**src/sv/teet_pkg.sv**
```systemverilog
`timescale 1ns / 1ps
// ----------------------------------------------------------------------------
// teet_pkg
// Shared codes, field widths and cell interface structs for the timed event
// expiry table.
// ----------------------------------------------------------------------------
package teet_pkg;

  localparam int OP_W     = 3;
  localparam int ID_W     = 16;
  localparam int IN_TIME_W = 32;
  localparam int STATUS_W = 2;
  localparam int PCOUNT_W = 5;
  localparam int IN_DATA_W  = 80;
  localparam int OUT_DATA_W = 24;

  localparam logic [OP_W-1:0] OP_ENQUEUE = 3'd0;
  localparam logic [OP_W-1:0] OP_UPDATE  = 3'd1;
  localparam logic [OP_W-1:0] OP_REMOVE  = 3'd2;
  localparam logic [OP_W-1:0] OP_TICK    = 3'd3;
  localparam logic [OP_W-1:0] OP_CLEAR   = 3'd4;

  localparam logic [STATUS_W-1:0] ST_DONE      = 2'd0;
  localparam logic [STATUS_W-1:0] ST_REARM     = 2'd1;
  localparam logic [STATUS_W-1:0] ST_NOT_FOUND = 2'd2;
  localparam logic [STATUS_W-1:0] ST_FULL      = 2'd3;

  // Commands broadcast from the controller to every cell.
  typedef struct packed {
    logic load_hit;    // re-arm the matching cell
    logic load_free;   // fill the first free cell
    logic set_delay;   // change delay of the matching cell
    logic kill_hit;    // free the matching cell
    logic clear_all;   // free every cell
    logic tick_mark;   // free expired cells and flag them for counting and output
    logic cnt_step;    // first cell with a count flag drops it
    logic emit_step;   // first cell with an emit flag drops it
  } cell_ctl_t;

  // Carried from cell to cell: "some earlier cell has this flag".
  typedef struct packed {
    logic free_seen;
    logic cnt_seen;
    logic emit_seen;
  } chain_t;

  // Per-cell status seen by the controller.
  typedef struct packed {
    logic match;
    logic emit_rest;   // emit flag set behind an earlier one
    logic cnt_flag;
    logic emit_flag;
  } cell_stat_t;

endpackage

```
**src/sv/teet_cell.sv**
```systemverilog
`timescale 1ns / 1ps
// ----------------------------------------------------------------------------
// teet_cell
// One table slot: key, start time, delay and valid, plus the expiry flags
// used to count and output expired events in slot order.
// ----------------------------------------------------------------------------
module teet_cell #(
  parameter int TIME_BITS = 32
) (
  input  logic                    clk,
  input  logic                    rst_n,
  input  teet_pkg::cell_ctl_t     ctl,
  input  logic [15:0]             cmd_key,
  input  logic [TIME_BITS-1:0]    cmd_now,
  input  logic [TIME_BITS-1:0]    cmd_delay,
  input  teet_pkg::chain_t        chain_in,
  output teet_pkg::chain_t        chain_out,
  output teet_pkg::cell_stat_t    stat,
  output logic [15:0]             key_out
);
  import teet_pkg::*;

  logic                 valid_r, valid_nxt;
  logic                 cnt_r, cnt_nxt;
  logic                 emit_r, emit_nxt;
  logic [ID_W-1:0]      key_r, key_nxt;
  logic [TIME_BITS-1:0] start_r, start_nxt;
  logic [TIME_BITS-1:0] delay_r, delay_nxt;
  logic [TIME_BITS:0]   deadline;
  logic                 match, expired, take_free, take_cnt, take_emit;

  // The deadline keeps its carry, so a sum past the time range never expires.
  assign deadline  = {1'b0, start_r} + {1'b0, delay_r};
  assign expired   = valid_r && (deadline < {1'b0, cmd_now});
  assign match     = valid_r && (key_r == cmd_key);
  assign take_free = !valid_r && !chain_in.free_seen;
  assign take_cnt  = cnt_r && !chain_in.cnt_seen;
  assign take_emit = emit_r && !chain_in.emit_seen;

  assign chain_out.free_seen = chain_in.free_seen || !valid_r;
  assign chain_out.cnt_seen  = chain_in.cnt_seen || cnt_r;
  assign chain_out.emit_seen = chain_in.emit_seen || emit_r;

  assign stat.match     = match;
  assign stat.emit_rest = emit_r && chain_in.emit_seen;
  assign stat.cnt_flag  = cnt_r;
  assign stat.emit_flag = emit_r;
  assign key_out        = take_emit ? key_r : '0;

  always_comb begin
    valid_nxt = valid_r;
    cnt_nxt   = cnt_r;
    emit_nxt  = emit_r;
    key_nxt   = key_r;
    start_nxt = start_r;
    delay_nxt = delay_r;
    if (ctl.clear_all) begin
      valid_nxt = 1'b0;
    end
    if (ctl.load_free && take_free) begin
      valid_nxt = 1'b1;
      key_nxt   = cmd_key;
      start_nxt = cmd_now;
      delay_nxt = cmd_delay;
    end
    if (ctl.load_hit && match) begin
      start_nxt = cmd_now;
      delay_nxt = cmd_delay;
    end
    if (ctl.set_delay && match) begin
      delay_nxt = cmd_delay;
    end
    if (ctl.kill_hit && match) begin
      valid_nxt = 1'b0;
    end
    if (ctl.tick_mark) begin
      cnt_nxt  = expired;
      emit_nxt = expired;
      if (expired) begin
        valid_nxt = 1'b0;
      end
    end
    if (ctl.cnt_step && take_cnt) begin
      cnt_nxt = 1'b0;
    end
    if (ctl.emit_step && take_emit) begin
      emit_nxt = 1'b0;
    end
  end

  always_ff @(posedge clk) begin
    if (!rst_n) begin
      valid_r <= 1'b0;
      cnt_r   <= 1'b0;
      emit_r  <= 1'b0;
    end else begin
      valid_r <= valid_nxt;
      cnt_r   <= cnt_nxt;
      emit_r  <= emit_nxt;
    end
  end

  always_ff @(posedge clk) begin
    key_r   <= key_nxt;
    start_r <= start_nxt;
    delay_r <= delay_nxt;
  end

endmodule

```
**src/sv/timed_event_expiry_table_unit.sv**
```systemverilog
`timescale 1ns / 1ps
// ----------------------------------------------------------------------------
// timed_event_expiry_table_unit
// Table of pending timed events held in a row of slot cells.
// ----------------------------------------------------------------------------
// Usage: commands arrive on the in_ stream, one transfer per command, with the
// operation in in_tuser. Every command but a tick loads one result into the
// output register in the response state, after the evaluate state.
// A tick marks all expired slots in the evaluate state, then a count pass
// retires each expired slot from the pending count and an emit pass sends
// the id of each expired slot. Both passes are set by the first-flag chain
// through the cells, which picks one slot per cycle in slot order; the emit
// pass waits while the output register is held. A tick with nothing expired
// gives one result with out_tuser low. The last result of every command
// carries out_tlast.
// A new command is taken as soon as the previous one has loaded its last
// result, even while that result still waits for out_tready; a stalled
// receiver holds the output register and the sequencer waits behind it.
// Reset clears all valid bits and the pending count at once; slot contents
// are only read while valid, so no clearing pass is needed.
// ----------------------------------------------------------------------------
module timed_event_expiry_table_unit #(
  parameter int ENTRIES   = 16,
  parameter int TIME_BITS = 32
) (
  input  logic                               clk,
  input  logic                               rst_n,
  input  logic                               in_tvalid,
  output logic                               in_tready,
  // in_tdata: event_id[15:0], delay_ms[47:16], current_time[79:48]
  input  logic [teet_pkg::IN_DATA_W-1:0]     in_tdata,
  // in_tuser: operation[2:0]
  input  logic [teet_pkg::OP_W-1:0]          in_tuser,
  output logic                               out_tvalid,
  input  logic                               out_tready,
  // out_tdata: expired_id[15:0], status[17:16], pending_count[22:18], zero[23]
  output logic [teet_pkg::OUT_DATA_W-1:0]    out_tdata,
  // out_tuser: expired_valid[0]
  output logic                               out_tuser,
  output logic                               out_tlast
);
  import teet_pkg::*;

  localparam int CNT_W = $clog2(ENTRIES + 1);

  typedef enum logic [4:0] {
    S_IDLE  = 5'b00001,
    S_EVAL  = 5'b00010,
    S_COUNT = 5'b00100,
    S_EMIT  = 5'b01000,
    S_RESP  = 5'b10000
  } state_t;

  state_t               state_r, state_nxt;
  logic [OP_W-1:0]      op_r, op_nxt;
  logic [ID_W-1:0]      key_r, key_nxt;
  logic [TIME_BITS-1:0] delay_r, delay_nxt;
  logic [TIME_BITS-1:0] now_r, now_nxt;
  logic [CNT_W-1:0]     count_r, count_nxt;
  logic [STATUS_W-1:0]  status_r, status_nxt;

  logic                 out_valid_r, out_valid_nxt;
  logic [ID_W-1:0]      out_id_r, out_id_nxt;
  logic                 out_expv_r, out_expv_nxt;
  logic [STATUS_W-1:0]  out_status_r, out_status_nxt;
  logic [CNT_W-1:0]     out_cnt_r, out_cnt_nxt;
  logic                 out_last_r, out_last_nxt;

  cell_ctl_t            ctl;
  chain_t               chain [ENTRIES+1];
  cell_stat_t           stat  [ENTRIES];
  logic [ID_W-1:0]      cell_key [ENTRIES];

  logic                 hit_any, cnt_any, emit_any, emit_rest_any;
  logic [ID_W-1:0]      emit_key;
  logic                 in_xfer, out_free;

  assign chain[0] = '0;

  for (genvar i = 0; i < ENTRIES; i++) begin : g_cell
    teet_cell #(.TIME_BITS(TIME_BITS)) u_cell (
      .clk       (clk),
      .rst_n     (rst_n),
      .ctl       (ctl),
      .cmd_key   (key_r),
      .cmd_now   (now_r),
      .cmd_delay (delay_r),
      .chain_in  (chain[i]),
      .chain_out (chain[i+1]),
      .stat      (stat[i]),
      .key_out   (cell_key[i])
    );
  end

  // Keys enter one at a time, so at most one cell matches and at most one
  // cell drives a nonzero key.
  always_comb begin
    hit_any       = 1'b0;
    cnt_any       = 1'b0;
    emit_any      = 1'b0;
    emit_rest_any = 1'b0;
    emit_key      = '0;
    for (int i = 0; i < ENTRIES; i++) begin
      hit_any       = hit_any | stat[i].match;
      cnt_any       = cnt_any | stat[i].cnt_flag;
      emit_any      = emit_any | stat[i].emit_flag;
      emit_rest_any = emit_rest_any | stat[i].emit_rest;
      emit_key      = emit_key | cell_key[i];
    end
  end

  assign in_tready = (state_r == S_IDLE);
  assign in_xfer   = in_tvalid && in_tready;
  assign out_free  = !out_valid_r || out_tready;

  always_comb begin
    state_nxt      = state_r;
    op_nxt         = op_r;
    key_nxt        = key_r;
    delay_nxt      = delay_r;
    now_nxt        = now_r;
    count_nxt      = count_r;
    status_nxt     = status_r;
    out_valid_nxt  = out_valid_r && !out_tready;
    out_id_nxt     = out_id_r;
    out_expv_nxt   = out_expv_r;
    out_status_nxt = out_status_r;
    out_cnt_nxt    = out_cnt_r;
    out_last_nxt   = out_last_r;
    ctl            = '0;

    case (state_r)
      S_IDLE: begin
        if (in_xfer) begin
          op_nxt    = in_tuser;
          key_nxt   = in_tdata[15:0];
          delay_nxt = TIME_BITS'(in_tdata[47:16]);
          now_nxt   = TIME_BITS'(in_tdata[79:48]);
          state_nxt = S_EVAL;
        end
      end
      S_EVAL: begin
        status_nxt = ST_DONE;
        state_nxt  = S_RESP;
        case (op_r)
          OP_ENQUEUE: begin
            if (hit_any) begin
              ctl.load_hit = 1'b1;
              status_nxt   = ST_REARM;
            end else if (chain[ENTRIES].free_seen) begin
              ctl.load_free = 1'b1;
              count_nxt     = CNT_W'(count_r + 1'b1);
            end else begin
              status_nxt = ST_FULL;
            end
          end
          OP_UPDATE: begin
            if (hit_any) begin
              ctl.set_delay = 1'b1;
            end else begin
              status_nxt = ST_NOT_FOUND;
            end
          end
          OP_REMOVE: begin
            if (hit_any) begin
              ctl.kill_hit = 1'b1;
              count_nxt    = CNT_W'(count_r - 1'b1);
            end else begin
              status_nxt = ST_NOT_FOUND;
            end
          end
          OP_TICK: begin
            ctl.tick_mark = 1'b1;
            state_nxt     = S_COUNT;
          end
          OP_CLEAR: begin
            ctl.clear_all = 1'b1;
            count_nxt     = '0;
          end
          default: begin
          end
        endcase
      end
      S_COUNT: begin
        if (cnt_any) begin
          ctl.cnt_step = 1'b1;
          count_nxt    = CNT_W'(count_r - 1'b1);
        end else begin
          state_nxt = S_EMIT;
        end
      end
      S_EMIT: begin
        if (out_free) begin
          out_valid_nxt  = 1'b1;
          out_status_nxt = ST_DONE;
          out_cnt_nxt    = count_r;
          if (emit_any) begin
            ctl.emit_step = 1'b1;
            out_id_nxt    = emit_key;
            out_expv_nxt  = 1'b1;
            out_last_nxt  = !emit_rest_any;
            if (!emit_rest_any) begin
              state_nxt = S_IDLE;
            end
          end else begin
            out_id_nxt   = '0;
            out_expv_nxt = 1'b0;
            out_last_nxt = 1'b1;
            state_nxt    = S_IDLE;
          end
        end
      end
      S_RESP: begin
        if (out_free) begin
          out_valid_nxt  = 1'b1;
          out_id_nxt     = '0;
          out_expv_nxt   = 1'b0;
          out_status_nxt = status_r;
          out_cnt_nxt    = count_r;
          out_last_nxt   = 1'b1;
          state_nxt      = S_IDLE;
        end
      end
      default: begin
        state_nxt = S_IDLE;
      end
    endcase
  end

  always_ff @(posedge clk) begin
    if (!rst_n) begin
      state_r     <= S_IDLE;
      count_r     <= '0;
      out_valid_r <= 1'b0;
    end else begin
      state_r     <= state_nxt;
      count_r     <= count_nxt;
      out_valid_r <= out_valid_nxt;
    end
  end

  always_ff @(posedge clk) begin
    op_r         <= op_nxt;
    key_r        <= key_nxt;
    delay_r      <= delay_nxt;
    now_r        <= now_nxt;
    status_r     <= status_nxt;
    out_id_r     <= out_id_nxt;
    out_expv_r   <= out_expv_nxt;
    out_status_r <= out_status_nxt;
    out_cnt_r    <= out_cnt_nxt;
    out_last_r   <= out_last_nxt;
  end

  assign out_tvalid = out_valid_r;
  assign out_tdata  = {1'b0, PCOUNT_W'(out_cnt_r), out_status_r, out_id_r};
  assign out_tuser  = out_expv_r;
  assign out_tlast  = out_last_r;

endmodule

```
**config.mk**
```make
export PLATFORM = sky130hd
export DESIGN_NAME = timed_event_expiry_table_unit
export DESIGN_NICKNAME = d
export VERILOG_FILES = /design/src/sv/teet_pkg.sv /design/src/sv/teet_cell.sv /design/src/sv/timed_event_expiry_table_unit.sv
export SDC_FILE = /design/constraint.sdc
export NUM_CORES = 2
export LEC_CHECK = 0
export BUFFER_PORTS_ARGS = -buffer_cell sky130_fd_sc_hd__buf_4
export CAP_MARGIN = 20
export CORE_ASPECT_RATIO = 0.7
export CORE_UTILIZATION = 45
export DETAILED_ROUTE_END_ITERATION = 7
export PLACE_DENSITY = 0.71
export SYNTH_ARGS = -nofsm -noshare
export SYNTH_HDL_FRONTEND = slang
export SYNTH_SLANG_ARGS = --single-unit
```
**constraint.sdc**
```tcl
create_clock -name clk -period 5.85 [get_ports clk]
set_input_delay 0.585 -clock clk [delete_from_list [all_inputs] [get_ports clk]]
set_output_delay 0.585 -clock clk [all_outputs]
set_load 0.02 [all_outputs]
```
-- Yosys cells after proc, flatten, opt, wreduce, memory -nomap -nowiden
Cells that the tools add are included.
- logic and storage cells: 848
- bits in registers: 1449
- muxes and demuxes: 224
- reduce and logical (&&, ||, !) cells: 371
- add/subtract/negate cells: 18
- order comparisons: 16
- bitwise logic cells: 75
- eq/ne operators: 35
- operators with widths (cell ; count):
    32-bit two-way mux ; 80
    32-bit by 32-bit adder with 33-bit output ; 16
    33-bit by 32-bit < comparator with 1-bit output ; 16
    16-bit two-way mux ; 19
    16-bit equality test ; 16
    16-bit bitwise OR ; 15
    1-bit logical AND ; 190
    1-bit two-way mux ; 99
    2-bit OR reduction ; 34
    1-bit zero test ; 63
    1-bit bitwise OR ; 59
    5-bit two-way mux ; 11
    3-bit nonzero test ; 16
    1-bit logical OR ; 44
    2-bit nonzero test ; 18
    16-bit case mux with 2 select lines ; 1
    5-bit case mux with 5 select lines ; 1
    5-bit case mux with 3 select lines ; 1
    2-bit two-way mux ; 6
    3-bit != test, second input constant ; 4
    5-bit case mux with 2 select lines ; 1
    2-bit != test, second input constant ; 4
    2-bit case mux with 2 select lines ; 2
    3-bit by 2-bit equality test with 1-bit output, second input constant ; 2
    19 further kinds ; 21

-- Logic depth before layout (Yosys ltp)
- depth after elaboration: 25
- depth in mapped cells: 24

-- By module
From an unflattened synthesis, not the netlist that was laid out.
- cell total of the unflattened synthesis: 8032
- area, all modules: 89901.2 µm²
- modules (own cells, without submodules) (module ; times used ; cells each ; sequential area each (µm²) ; area an instance (µm²)):
    teet_cell (g_cell[10].u_cell ...) ; 9 ; 468 ; 2462.4 ; 5218.8
    teet_cell (g_cell[7].u_cell ...) ; 2 ; 526 ; 2462.4 ; 5615.4
    teet_cell (g_cell[0].u_cell ...) ; 2 ; 476 ; 2462.4 ; 5288.8
    teet_cell (g_cell[6].u_cell) ; 1 ; 490 ; 2462.4 ; 5411.4
    teet_cell (g_cell[12].u_cell) ; 1 ; 476 ; 2462.4 ; 5343.9
    teet_cell (g_cell[9].u_cell) ; 1 ; 494 ; 2462.4 ; 5337.6
    timed_event_expiry_table_unit ; 1 ; 356 ; 3523.4 ; 5031.1

-- Worst setup path after synthesis
No wires, ideal clock.
- kind: register to register
- from: register key_r[13]
- to: register g_cell[1].u_cell.delay_r[0], enable pin
- required time: 5.384 ns
- path buffers: 3
- cell stages (with the launch flop): 13
- clock period less this slack: 5.397 ns
- setup time: 0.466 ns
- data arrival time: 4.932 ns
- setup slack: 0.453 ns
- path through: edfxtp_1 -> buf_4 -> buf_4 -> xor2_1 -> nor4_1 -> nand4_1 -> nor3_2 -> nor4_1 -> and2_4 -> buf_8 -> nor4_4 -> inv_1 -> o21ai_0
- longest elaborated chain between the ends: 22
- elaborated cells between the ends (all ways): 56
- classes of those cells: eq/ne (16); mux (5); bitwise (15); reduce/logical (20)
- ends and longest elaborated chain (element ; line ; RTL):
    from (decl) ; timed_event_expiry_table_unit.sv:56 ; logic [ID_W-1:0] key_r, key_nxt;
    from (signal assigned) ; timed_event_expiry_table_unit.sv:244 ; key_r <= key_nxt;
    16-bit equality test ; teet_cell.sv:35 ; assign match = valid_r && (key_r == cmd_key);
    1-bit logical AND ; teet_cell.sv:35 ;
    1-bit bitwise OR (15 in series) ; timed_event_expiry_table_unit.sv:104 ; hit_any = hit_any | stat[i].match;
    1-bit two-way mux, on equally long branches ; timed_event_expiry_table_unit.sv:147, timed_event_expiry_table_unit.sv:158 ;
    1-bit two-way mux / 2-bit two-way mux (equally long branches) ; timed_event_expiry_table_unit.sv:145 ; case (op_r)
    6-bit two-way mux ; timed_event_expiry_table_unit.sv:132 ; case (state_r)
    1-bit logical AND, on equally long branches ; teet_cell.sv:70, teet_cell.sv:60, teet_cell.sv:66 ;
    3-bit nonzero test (no source line) * ; - ;
    to (signal assigned) ; teet_cell.sv:106 ; delay_r <= delay_nxt;
    to (decl) ; teet_cell.sv:28 ; logic [TIME_BITS-1:0] delay_r, delay_nxt;
Every way passes the cells marked *; elsewhere a longest branch is shown, timed or not.
A chain may end at the register's enable or synchronous reset.

-- Worst setup path in the final report
- from: register g_cell[4].u_cell.delay_r[0]
- to: register g_cell[4].u_cell.emit_r
- longest elaborated chain between the ends: 3
- ends and longest elaborated chain (element ; line ; RTL):
    from (decl) ; teet_cell.sv:28 ;
    from (signal assigned) ; teet_cell.sv:106 ;
    32-bit by 32-bit adder with 33-bit output ; teet_cell.sv:33 ; assign deadline = {1'b0, start_r} + {1'b0, delay_r};
    33-bit by 32-bit < comparator with 1-bit output ; teet_cell.sv:34 ; assign expired = valid_r && (deadline < {1'b0, cmd_now});
    1-bit logical AND ; teet_cell.sv:34 ;
    to (signal assigned) ; teet_cell.sv:99 ; emit_r <= emit_nxt;
    to (decl) ; teet_cell.sv:25 ; logic emit_r, emit_nxt;
No other way between the ends.

==> qor.csv <==
stage,metric,value,unit
finish,multiInputGateArea,39520,um2
global_routing,antenna_found_initial,7,
placement,dp_hpwl,166.8,mm
sta,fmax,181.7,MHz
yosys,async_flop_share,0,
worst_setup_path,crit_path_start_kind,flip-flop,
yosys,syn_inst,6783,
floorplan,die_area,186900,um2
finish,ff_latch_area,42920,um2
floorplan,core-area,183100,um2
worst_setup_path,crit_required,6.60,ns
status,run_status,"finished, violations left",
yosys,synth-main-ff-cell,edfxtp_1,
power_and_ir_drop,power.density,254.5,nW/um2
sta,finClkSkew,0.03945,ns
cts,root_buffer,clkbuf_16,
worst_setup_path,crit_chain,ha_1 -> fa_1 -> a21o_1 -> a21oi_1 -> nor2b_1 -> o31a_1 -> a21oi_2 -> o311ai_0 -> a31oi_1 -> inv_1 -> a31o_2 -> a21oi_1 -> xnor2_1 -> ha_1 -> a21oi_1 -> nor2b_1 -> nor3_1 -> nand4b_1 -> a21oi_1 -> o21ai_1 -> a31oi_2 -> o221a_2 -> o221a_1,
flow_run,maxCapViolCount,0,
yosys,syn_avg_cell_area,12.29,um2
worst_setup_path,crit_buf_inv,1,
yosys,ys_top_cells_by_area,"edfxtp_1, ha_1, xnor2_1",
global_routing,grt_max_degree,40,
detailed_routing,drtIter0Drc,6008,
worst_setup_path,worstSetupEndpointType,flip-flop,
placement,post-place-ws,0.08039,ns
detailed_routing,drc,2,
global_routing,grt_usage,0.2302,
global_routing,grt_pass1_wl,328.6,mm
cts,path_clk_slew,0.06,ns
floorplan,start_util,0.4552,
finish,syn_to_final_growth,13.22,%
status,violations,design-rule violations,
finish,drive_gt1_frac,0.08352,
worst_hold_path,hp-class,in -> reg,
placement,io_buffers,113,
sta,report.final.slew_viol_count,0,
power_and_ir_drop,leakage,36.23,nW
worst_setup_path,arrival,6.26,ns
cts,cts_tree,built,
floorplan,io_pins,115,
worst_setup_path,critPathLaunch,g_cell[4].u_cell.delay_r[0]$_DFFE_PP_,
worst_setup_path,r2r-start,g_cell[4].u_cell.delay_r[0]$_DFFE_PP_,
placement,globalplace.congestion,0.9574,
finish,final_util,0.5154,
worst_hold_path,hp-start,rst_n,
worst_setup_path,path_delay_family,compound AO/OA/AOI/OAI gates,
detailed_routing,drt-vias-per-instance,6.020,
global_routing,grt_pass1_vias,57320,
sta,finalWorstSetupSlack,0.3469,ns
floorplan,row_count,131,
worst_setup_path,criticalPathCategory,reg -> reg,
detailed_routing,wl_per_cell,22.38,um
sta,finalCritPeriodShare,0.9407,
yosys,synth_edf_count,1390,
sta,rsz0062_at_grt,false,
worst_setup_path,crit_fanout,4,
yosys,synth_top_area_frac,0.5008,
cts,htree_levels,4,
detailed_routing,vias,58940,
yosys,syn_nets,7896,
sta,worstMarginPinSlew,1.208,ns
cts,clk_latency,0.81,ns
yosys,yosys.area.top_type,edfxtp_1,
worst_setup_path,critPathMaxStageDelay,0.40,ns
worst_setup_path,slowest_stage,fa_1,
yosys,synth_seq_cells,1449,
yosys,synth_cell_types,100,
yosys,synth_common_cells,"edfxtp_1, ha_1, a21oi_1",
sta,hold_violations,0,
floorplan,die_x,516.4,um
floorplan,die_y,362.1,um
detailed_routing,first_pass_iters,8,
finish,fillers,15280,
detailed_routing,ant_nets,0,
cts,clk_path_buf_depth,3,
sta,setup_viol,0,
yosys,syn_area,83340,um2
sta,min_period,5.503,ns
sta,finalSetupTns,0,ns
cts,cts_sinks,1449,
finish,final_cell_area,94360,um2
finish,layout.nets,8324,
global_routing,grt_overflow,0,
cts,cts_inserted_buffers,147,
placement,placed_area,88360,um2
worst_setup_path,cpMostUsedCell,a21oi_1,
yosys,yosysMostFrequentCell,edfxtp_1,
power_and_ir_drop,total_power,24.01,mW
power_and_ir_drop,peakVddDrop,0.0003274,V
sta,slew_headroom,0.1949,
yosys,ys_seq_area_frac,0.5150,
yosys,yosysWarningCount,0,
detailed_routing,wirelength,219.1,mm
worst reg2reg max path, stage by stage (launching register included):
cell and delay [ns]:
edfxtp_1 0.37, ha_1 0.24, fa_1 0.40, a21o_1 0.17
a21oi_1 0.23, nor2b_1 0.10, o31a_1 0.31, a21oi_2 0.31
o311ai_0 0.26, a31oi_1 0.31, inv_1 0.12, a31o_2 0.26
a21oi_1 0.17, xnor2_1 0.18, ha_1 0.30, a21oi_1 0.16
nor2b_1 0.08, nor3_1 0.25, nand4b_1 0.20, a21oi_1 0.15
o21ai_1 0.09, a31oi_2 0.25, o221a_2 0.35, o221a_1 0.21
cells in the final DEF (no fill, tap or decap), types with 133 or more instances in the layout:
cell type	n
o21ai_0	277
xnor2_1	573
nand2_1	262
nand3_1	133
a21o_1	390
ha_1	1010
edfxtp_1	1390
nand4_1	158
buf_4	271
clkbuf_16	150
inv_1	172
nor2_1	341
xor2_1	135
a21oi_1	577
stage by stage:
step	std cells	hold WS, ns
final	9792	0.2420
after global routing	9788	0.2186
after CTS	9780	0.1548
after detailed placement	9430	0.4688
after global placement	9428	0.4521
after floorplan	6783	0.4461
final cells by class:
class / count / area share
clock buffers: 181 / 0.04165
multi-input cells: 5067 / 0.4189
well taps: 2460 / 0.03262
inverters: 173 / 0.006895
flip-flops and latches: 1449 / 0.4549
repair buffers: 373 / 0.03456
diodes: 4 / 0.0001061
clock inverters: 85 / 0.01042
path summary, 6_finish.rpt:
path,end,slack [ns],cells past startpoint
hold reg to reg,g_cell[14].u_cell.cnt_r$_SDFFE_PP0P_,0.48,2
hold / removal,g_cell[5].u_cell.valid_r$_SDFF_PN0_,0.24,3
setup / recovery,g_cell[4].u_cell.emit_r$_SDFFE_PP0P_,0.35,23
setup reg to reg,g_cell[4].u_cell.emit_r$_SDFFE_PP0P_,0.35,23
power by group:
part | internal [mW] | switching (mW)
Sequential | 11.7 | 0.349
Clock | 5.53 | 4.14
Combinational | 0.795 | 1.49
cells by family after synthesis:
kind of cell | count (synthesis) | share of synthesized area
other | 1 | 0.00004500
AO/OA/AOI/OAI | 1951 | 0.1547
buffers and inverters | 267 | 0.01426
AND/OR/NAND/NOR | 1378 | 0.08573
multiplexers | 2 | 0.0002402
flip-flops | 1449 | 0.5150
adder cells (fa/ha/maj) | 1027 | 0.1556
XOR/XNOR | 708 | 0.07441
repair_timing:
item / 4_1_cts / 5_1_grt
gates resized for setup: 0 / 19
endpoints found under the setup margin: 0 / 15
hold buffers: 84 / 0
hold endpoints to repair: 84 / 0
setup buffers: 0 / 0
routing by layer:
metal	track usage	vias to the layer above	wire length (um)
met5	0	-	0
met4	0.06094	0	4839
met3	0.04594	344	22040
met2	0.3374	2511	91000
met1	0.3443	28860	101300
li1	-	27230	-
sequential cells by signal, indices dropped and copies added (netlist names), 3 cells and up:
name                   flops
g_cell.u_cell.emit_r      16
out_id_r                  16
out_cnt_r                  5
count_r                    5
op_r                       3
key_r                     16
g_cell.u_cell.start_r    512
state_r                    5
g_cell.u_cell.delay_r    512
g_cell.u_cell.cnt_r       16
g_cell.u_cell.valid_r     16
now_r                     32
g_cell.u_cell.key_r      256
delay_r                   32
Power figures use the tool's default switching activity.
